`config.mk`:
```
export PLATFORM = sky130hd
export DESIGN_NAME = salru_way_update
export DESIGN_NICKNAME = d
export VERILOG_FILES = /design/src/design/salru_pkg.sv /design/src/design/salru_way_update.sv
export SDC_FILE = /design/constraint.sdc
export NUM_CORES = 1
export LEC_CHECK = 0
export ABC_AREA = 1
export BUFFER_PORTS_ARGS = -buffer_cell sky130_fd_sc_hd__buf_2
export CORE_MARGIN = 2
export CORE_UTILIZATION = 25
export DETAILED_ROUTE_END_ITERATION = 8
export GPL_TIMING_DRIVEN = 0
export SLEW_MARGIN = 20
export SYNTH_ARGS = -nofsm -noshare
export SYNTH_HDL_FRONTEND = slang
export SYNTH_SLANG_ARGS = --single-unit
```
`constraint.sdc`:
```
create_clock -name vclk -period 3.6
set_input_delay 0.18 -clock vclk [all_inputs]
set_output_delay 0.18 -clock vclk [all_outputs]
set_load 0.03 [all_outputs]
```
`src/design/salru_pkg.sv`:
```
`timescale 1ns / 1ps
// ----------------------------------------------------------------------------
// salru_pkg
// Shared types and constants for the set-associative LRU lookup core.
// ----------------------------------------------------------------------------
package salru_pkg;

    localparam int WAYS        = 4;
    localparam int SETS        = 64;

    localparam int ADDR_W      = 32;
    localparam int WADDR_W     = 30;
    localparam int TAG_W       = 30;
    localparam int WORD_W      = 8;
    localparam int OFFSET_W    = 4;
    localparam int MAX_OFFSET  = 8;
    localparam int SET_W       = (SETS > 1) ? $clog2(SETS) : 1;
    localparam int WAY_W       = (WAYS > 1) ? $clog2(WAYS) : 1;
    localparam int AGE_W       = WAY_W;
    localparam int POS_W       = $clog2(WADDR_W + 1);
    localparam int SET_OUT_W   = 6;
    localparam int WAY_OUT_W   = 2;
    localparam int PADDR_W     = 3;
    localparam int PDATA_W     = 32;

    // register index, taken from paddr[2]
    localparam logic REG_MASK   = 1'b0;
    localparam logic REG_OFFSET = 1'b1;

    localparam logic [OFFSET_W-1:0] OFFSET_RESET = OFFSET_W'(2);

    typedef logic [TAG_W-1:0]  tag_t;
    typedef logic [AGE_W-1:0]  age_t;
    typedef logic [WAY_W-1:0]  way_t;
    typedef logic [SET_W-1:0]  set_t;
    typedef logic [WAYS-1:0]   valid_row_t;

    typedef struct packed {
        tag_t [WAYS-1:0] tags;
        age_t [WAYS-1:0] ages;
    } row_t;

    typedef struct packed {
        logic       hit;
        way_t       way;
        logic       ev_valid;
        tag_t       ev_tag;
        row_t       row;
        valid_row_t valid;
    } upd_t;

    typedef enum logic [1:0] {
        ST_IDLE,
        ST_SPLIT,
        ST_READ,
        ST_UPDATE
    } state_t;

endpackage

```
`src/design/salru_way_update.sv`:
```
`timescale 1ns / 1ps
// ----------------------------------------------------------------------------
// salru_way_update
// Tag compare across the ways of one set, victim choice and the new row
// contents with updated LRU ages.
// ----------------------------------------------------------------------------
module salru_way_update
(
    input  salru_pkg::row_t       row_in,
    input  salru_pkg::valid_row_t valid_in,
    input  salru_pkg::tag_t       tag,
    output salru_pkg::upd_t       upd
);

    logic            hit;
    logic            inv_found;
    salru_pkg::way_t hit_way;
    salru_pkg::way_t inv_way;
    salru_pkg::way_t old_way;
    salru_pkg::way_t way;
    salru_pkg::age_t ref_age;

    always_comb
    begin
        hit       = 1'b0;
        hit_way   = '0;
        inv_found = 1'b0;
        inv_way   = '0;
        for (int i = salru_pkg::WAYS - 1; i >= 0; i--)
        begin
            if (valid_in[i] && (row_in.tags[i] == tag))
            begin
                hit     = 1'b1;
                hit_way = salru_pkg::WAY_W'(i);
            end
            if (!valid_in[i])
            begin
                inv_found = 1'b1;
                inv_way   = salru_pkg::WAY_W'(i);
            end
        end
    end

    // oldest way, lowest index on ties
    always_comb
    begin
        old_way = '0;
        for (int i = 1; i < salru_pkg::WAYS; i++)
        begin
            if (row_in.ages[i] > row_in.ages[old_way])
            begin
                old_way = salru_pkg::WAY_W'(i);
            end
        end
    end

    assign way     = hit ? hit_way : (inv_found ? inv_way : old_way);
    assign ref_age = row_in.ages[way];

    always_comb
    begin
        upd          = '0;
        upd.hit      = hit;
        upd.way      = way;
        upd.ev_valid = !hit && !inv_found;
        upd.ev_tag   = (!hit && !inv_found) ? row_in.tags[way] : '0;
        upd.row      = row_in;
        upd.valid    = valid_in;
        for (int i = 0; i < salru_pkg::WAYS; i++)
        begin
            if ((salru_pkg::WAY_W'(i) != way) && valid_in[i])
            begin
                // fill into an empty way ages every other valid way
                if ((!hit && inv_found) || (row_in.ages[i] < ref_age))
                begin
                    upd.row.ages[i] = row_in.ages[i] + salru_pkg::AGE_W'(1);
                end
            end
        end
        upd.row.ages[way] = '0;
        if (!hit)
        begin
            upd.row.tags[way] = tag;
        end
        upd.valid[way] = 1'b1;
    end

endmodule

```
Word-level counts from Yosys, hierarchy flattened

Index checks and enable logic that the tools add are counted.

Add/sub/neg operators: 4
$lt $le $gt $ge: 11
Eq/ne operators: 7
Multiplexer cells: 46
Bitwise operators: 3
Reduce and logical (&&, ||, !) cells: 18

Operator list:

| operator                                                    | number |
|---|---|
| bitwise mux 120 bit                                         | 1 |
| equality test 30 bit                                        | 4 |
| 2-to-1 mux 120 bit                                          | 1 |
| 2-to-1 mux 30 bit                                           | 3 |
| binary-select mux 30 bit (select 2 bit)                     | 1 |
| demux 30 bit (select 2 bit)                                 | 1 |
| 2-to-1 mux 2 bit                                            | 24 |
| binary-select mux 2 bit (select 2 bit)                      | 3 |
| logical AND 1 bit                                           | 11 |
| 2-to-1 mux 1 bit                                            | 10 |
| less-than comparator 2 x 3 -> 1 bit (second input constant) | 3 |
| adder 2 x 1 -> 2 bit (second input constant)                | 4 |
| bitwise AND 8 bit                                           | 1 |
| less-than comparator 2 bit                                  | 4 |
| inverter 8 bit                                              | 1 |
| > comparator 2 bit                                          | 3 |
| demux 2 bit (select 2 bit)                                  | 1 |
| logical OR 1 bit                                            | 4 |
| inequality test 2 bit (first input constant)                | 2 |
| OR 4 bit                                                    | 1 |
| demux 1 bit (select 2 bit)                                  | 1 |
| >= comparator 2 x 1 -> 1 bit (second input constant)        | 1 |
| logical NOT 1 bit                                           | 2 |
| inequality test 1 x 2 -> 1 bit (first input constant)       | 1 |
| nonzero test 2 bit                                          | 1 |

Flip-flop bits (word level): 0
Bits of input ports: 162
Output and inout bits: 166
Logic and storage cells: 89

Depth between registers and ports, before layout

Gate-level depths: netlist (run 1).

Depth in word-level cells: 19
Gate-level depth with buffers: 32
Gate-level depth less buffers: 32

Worst setup path after synthesis (run 1)

Ideal clock, no wire load.

Path type: input port to output port
Start point: in row_in[1] in the netlist's numbering
End point: out upd[83] in the netlist's numbering
Arrival: 4.052 ns
Data required time: 3.420 ns
Setup slack: -0.632 ns
Stages on the path: 26
Buffers on the path: 2
Cells stage by stage: inv_1 > ha_1 > nor2_1 > nor2_1 > a21oi_1 > o21ai_0 > ha_1 > nand2_1 > o21ai_1 > o211ai_1 > o21ai_0 > inv_1 > ha_1 > inv_1 > nor2_1 > o21ai_0 > nand2_1 > nand2_1 > o21ai_0 > nand3_4 > nand2_8 > nor2_8 > buf_6 > nand2_1 > buf_2 > o21ai_0

RTL lines:

| item               | RTL line               | source |
|---|---|---|
| start: declaration | salru_way_update.sv:9  | `input salru_pkg::row_t row_in,` |
| end: declaration   | salru_way_update.sv:12 | `output salru_pkg::upd_t upd` |

==> results of run 1 <==
## Yosys cell counts (12+ instances only)
master / n
nand2_1: 514
inv_1: 148
nor2_1: 134
o21ai_0: 84
o21ai_1: 55
inv_2: 37
clkbuf_1: 20
o22ai_1: 18
a221oi_2: 17
nand3_1: 13
a221oi_1: 12
nand2_2: 12
## layer usage
metal  share of wire  GRT usage  wire length [um]
met5         0.00037          0                15
met4           0.048      0.102              1980
met3           0.098     0.0570              4020
met2            0.46      0.552             18900
met1            0.39      0.414             16100
## cell usage in the layout (no fill, tap or decap), drive strengths merged
| cell | synthesis | final |
|---|---|---|
| nor2 | 143 | 143 |
| xor2 | 1 | 1 |
| nand4 | 9 | 9 |
| clkinv | 2 | 4 |
| nand2 | 531 | 533 |
| buf | 18 | 406 |
| a31o | 1 | 1 |
| nor3 | 4 | 4 |
| diode | 0 | 2 |
| a41oi | 1 | 1 |
| a221oi | 29 | 29 |
| ha | 7 | 7 |
| o21ai | 139 | 139 |
| a21oi | 5 | 5 |
| bufbuf | 0 | 1 |
| xnor2 | 11 | 11 |
| o211ai | 1 | 1 |
| nand3 | 20 | 20 |
| nand3b | 2 | 2 |
| o22ai | 28 | 28 |
| clkbuf | 21 | 27 |
| inv | 187 | 185 |
## kinds of logic (layout without fill, tap and decap cells)
kind of cell / after synthesis / in the layout / synth area share
fa+ha+maj: 7 / 7 / 0.0163
buf+inv: 228 / 623 / 0.170
compound gates: 204 / 204 / 0.250
other cells: 0 / 2 / 0
simple gates: 709 / 711 / 0.544
xor+xnor: 12 / 12 / 0.0195
## final cells by class
cell class | instances | area, sq um
Antenna cell | 2 | 5.00
Inverter | 189 | 774
Buffer | 39 | 751
Tap cell | 275 | 344
Multi-Input combinational cell | 934 | 6980
Fill cell | 1944 | 8830
Timing Repair Buffer | 395 | 3400
## how the worst min path moves through the flow
stage / from / end / cells after the start
CTS: row_in[119] / upd[123] / 4
global route: row_in[119] / upd[123] / 4
floorplan: row_in[99] / upd[103] / 2
detailed placement: row_in[119] / upd[123] / 4
global placement: row_in[119] / upd[123] / 4
finish: row_in[119] / upd[123] / 4
## timing repair
item,4_1_cts,5_1_grt
hold buffers,0,0
setup buffers,28,21
gates cloned,11,11
pin swaps,31,50
setup endpoints to repair,162,164
gates resized for setup,368,326
## critical path, cell delays in order
cell       delay [ns]
buf_6            0.11
inv_2            0.07
ha_1             0.20
nor2_4           0.05
nor2_4           0.10
a21oi_2          0.04
buf_4            0.14
o21ai_4          0.18
ha_4             0.18
nor2_4           0.03
o21ai_2          0.17
o211ai_1         0.13
o21ai_1          0.10
inv_1            0.09
ha_4             0.25
inv_4            0.05
nor2_4           0.03
o21ai_2          0.17
a31o_2           0.23
nand3_4          0.10
nand2_8          0.13
clkinv_8         0.11
nor2_8           0.24
buf_12           0.14
nand2_8          0.12
clkbuf_16        0.25
o21ai_4          0.17
buf_6            0.16
## power by group
group / switching [mW] / internal, mW
Combinational: 1.46 / 0.982
Clock: 0 / 0.0000000605
Sequential: 0 / 0
Total: 1.46 / 0.982
==> results by group, run 1 <==
Critical path
  – Setup Crit Path Kind: in2out
  – Startpoint Class: primary input
  – Worst endpoint required time: 3.42 ns
  – Maximum fanout along the worst path: 8
  – Arrival time at the worst endpoint: 3.96 ns
  – Crit path launch: row_in[2]
  – Crit path capture type: primary output
  – Last element of the critical path: upd[65]

Yosys
  – Syn nets: 1329
  – Synth top area cells: nand2_1 36%, inv_1 10%, nor2_1 9.3%, o21ai_0 7.8%, o21ai_1 5.1%
  – Yosys top cell area share: 0.359
  – Cells after Synth: 1160
  – Syn avg cell area: 4.64 sq um
  – Synthesized area: 5380 sq um
  – YS warnings: 0
  – Synth area leader: nand2_1
  – Distinct cells, synth: 38
  – Post-synthesis sequential area ratio: 0

Route
  – DRT antenna net count: 0
  – Vias per std cell: 5.30
  – Vias: 9728
  – Detailed-route DRC error count: 0
  – Final wirelength: 41100 um
  – Drt first pass iters: 7
  – Routed WL per cell: 22.4 um
  – DRT iter0 DRCs: 901

Worst hold path
  – Worst hold path type: in2out

STA
  – Rel. slew slack: 0.214
  – Final Hold Viols: 0
  – Fin crit period: 4.14 ns
  – Slew Limit Fails: 0
  – Highest clock rate: 0.242 GHz
  – # setup viols final: 162
  – Least-Margin Pin Slew: 1.18 ns
  – Unrepaired setup endpoints after global routing: yes
  – Period utilization: 1.15
  – Hold_ws: 0.719 ns
  – Final WS setup: -0.536 ns
  – TNS Setup: -65.20 ns

Place
  – Cell Area, Placed: 8780 sq um
  – Place WS: -1.32 ns
  – GP Congestion: 0.963
  – Cell Count Post-Placement: 1762
  – Final HPWL DP: 29800 um
  – Number of port buffers: 327

Final layout
  – Post-Layout Cell Count: 1834
  – Reg area: 0 sq um
  – Layout cells sized above 1: 0.539
  – Synthesis-to-layout area growth: 128%
  – Final nets: 1728
  – Final instance area: 12300 sq um
  – Clock Buffer Count: 0
  – Final Core Density: 0.581
  – Number of sequential cells: 0

Floorplan
  – Height of the die: 151 um
  – Initial core utilization: 0.255
  – Die Span X: 151 um
  – Ports: 328
  – Core area: 21100 sq um
  – Row cnt: 53
  – Die area: 22700 sq um

Job
  – Max-Cap Viols: 0

Global routing
  – Tot GR Track Use: 0.324
  – Vias in the first global route: 8924
  – Global-route wire length before repair: 54400 um
  – Largest net degree at the start of global routing: 11
  – GR Overflow Total: 0
  – Initial antenna violation count: 4

Run status
  – Status: finished with violations
  – Failing checks: negative setup slack

Power and ir drop
  – Static leakage: 6.13 nW
  – Worst vdd ir: 106 uV
  – Pwr per Cell Area: 199 nW/um^2
  – Pwr Total: 2.44 mW
(Power assumes the default switching activity.)
==> run 2, diff against run 1 <==
--- a/config.mk
+++ b/config.mk
@@ -11,6 +11,7 @@
 export CORE_UTILIZATION = 25
 export DETAILED_ROUTE_END_ITERATION = 8
 export GPL_TIMING_DRIVEN = 0
+export RECOVER_POWER = 25
 export SLEW_MARGIN = 20
 export SYNTH_ARGS = -nofsm -noshare
 export SYNTH_HDL_FRONTEND = slang
==> constraint.sdc (replaced) <==
create_clock -name vclk -period 5.2
set_input_delay 0.26 -clock vclk [all_inputs]
set_output_delay 0.26 -clock vclk [all_outputs]
set_load 0.03 [all_outputs]
==> run 2 against run 1 <==
First-iteration DRC count decreased by 9.9%. Non-clock buffer count down 68. The run now ends clean. Sequential share of layout area unchanged. Critical path depth unchanged. Largest power group unchanged. Sequential cell count unchanged. Setup slack gained 0.94 ns. Core utilization is 23 points lower. Combinational power down 58%. Global-route usage decreased by 1.9 points. Routed wire length down 11%. Cell area shrank 40%. Clock-buffer cell count unchanged.
==> results by group, run 2 (same netlist as run 1, synthesis figures left out) <==
Final layout
  – Reg area: 0 sq um
  – Clock Buffer Count: 0
  – Most common cell after layout, fill and taps aside: nand2_1
  – Synthesis-to-layout area growth: 37.7%
  – Layout cells sized above 1: 0.309
  – Final nets: 1658
  – # fillers: 2602
  – Number of sequential cells: 0
  – Post-Layout Cell Count: 1768
  – Most frequent cells in the layout: 514 x nand2_1, 336 x buf_2, 149 x inv_1, 134 x nor2_1, 80 x o21ai_0
  – Area occupied by multi-input gates: 4480 sq um

Route
  – Metal2 WL: 16600 um
  – DRT iter0 DRCs: 812
  – Drt first pass iters: 7
  – Detailed-route DRC error count: 0
  – M1 WL: 15200 um
  – Vias per std cell: 5.00
  – Final wirelength: 36600 um
  – Vias: 8839
  – Met3 WL post-DR: 3710 um
  – Highest metal used: met4
  – Routed WL per cell: 20.7 um
  – DRT antenna net count: 0

Floorplan
  – Initial core utilization: 0.255
  – Die Span X: 151 um
  – Core area: 21100 sq um
  – Row cnt: 53
  – Ports: 328
  – Die area: 22700 sq um
  – Height of the die: 151 um

Worst hold path
  – Worst hold path type: in2out
  – Worst hold start: row_in[65]

Place
  – Cell Count Post-Placement: 1762
  – Final HPWL DP: 29900 um
  – Number of port buffers: 327
  – GP Congestion: 0.985
  – Place WS: -0.142 ns

STA
  – Least-Margin Pin Slew: 0.823 ns
  – Final Hold Viols: 0
  – Slew Limit Fails: 0
  – Hold_ws: 0.912 ns
  – Rel. slew slack: 0.452
  – Final WS setup: 0.407 ns
  – # setup viols final: 0
  – Fin crit period: 4.79 ns
  – Highest clock rate: 0.209 GHz
  – Period utilization: 0.922

Global routing
  – Tot GR Track Use: 0.305
  – Largest net degree at the start of global routing: 11
  – Vias in the first global route: 8010
  – Initial antenna violation count: 6
  – Global-route wire length before repair: 50600 um
  – GR Overflow Total: 0

Critical path
  – Setup Crit Path Kind: in2out
  – CP max stage cell: clkbuf_1
  – Crit path launch: row_in[3]
  – Max incr delay on CP: 0.58 ns
  – Most common cell on crit path: nor2_1
  – Arrival time at the worst endpoint: 4.53 ns
  – Startpoint Class: primary input
  – Worst endpoint required time: 4.94 ns
  – Crit path capture type: primary output
  – Maximum fanout along the worst path: 10
  – Last element of the critical path: upd[21]

Power and ir drop
  – Static leakage: 4.66 nW
  – Pwr per Cell Area: 138 nW/um^2
  – Worst vdd ir: 52.6 uV

Run status
  – Status: finished, final reports clean

Job
  – Max-Cap Viols: 0

Clock tree
  – Post-CTS Setup Inserts: 0
==> run 2: power by group <==
part           internal, mW    total, mW  switching [mW]
sequential                0            0               0
clock           0.000000154  0.000000154               0
combinational         0.289         1.02           0.735
total                 0.289         1.02           0.735
==> run 2: final cells by class <==
cell class	count	area share
multi-input combinational	932	0.604
timing repair buffer	327	0.221
inverter	189	0.0968
tap	275	0.0464
buffer	39	0.0301
antenna	6	0.00203
==> run 2: metrics by stage <==
stage / cell area, sq um / setup TNS [ns] / power [mW] / utilization
floorplan: 5380 / 0 / 0.612 / -
global placement: 7360 / -0.607 / 0.997 / 0.349
detailed placement: 7360 / -1.01 / 1.00 / 0.349
CTS: 7370 / 0 / 1.01 / 0.349
global route: 7400 / -0.205 / 1.09 / 0.351
finish: 7410 / 0 / 1.02 / 0.351
==> run 2: worst max-delay path: cells and delay by family <==
kind	cells	cell delay (ns)
AO/OA/AOI/OAI	8	1.17
adder cells (fa/ha/maj)	3	0.77
buffers and inverters	7	1.36
AND/OR/NAND/NOR	10	0.94
==> run 2: per-layer routing <==
layer,vias up,track usage
li1,4283,-
met1,3989,0.406
met2,503,0.513
met3,64,0.0467
met4,0,0.0790
met5,-,0
==> run 2: worst min path at each step <==
stage                    to  slack, ns  depth (start not counted)
detailed placement  upd[69]       0.91                          4
global placement    upd[69]       0.91                          4
CTS                 upd[69]       0.91                          4
finish              upd[69]       0.91                          4
global route        upd[72]       0.93                          4
floorplan            upd[5]       0.73                          3
==> run 2: repair_timing <==
item,CTS,global route
setup endpoints to repair,21,158
resized for setup,5,26
hold buffers,0,0
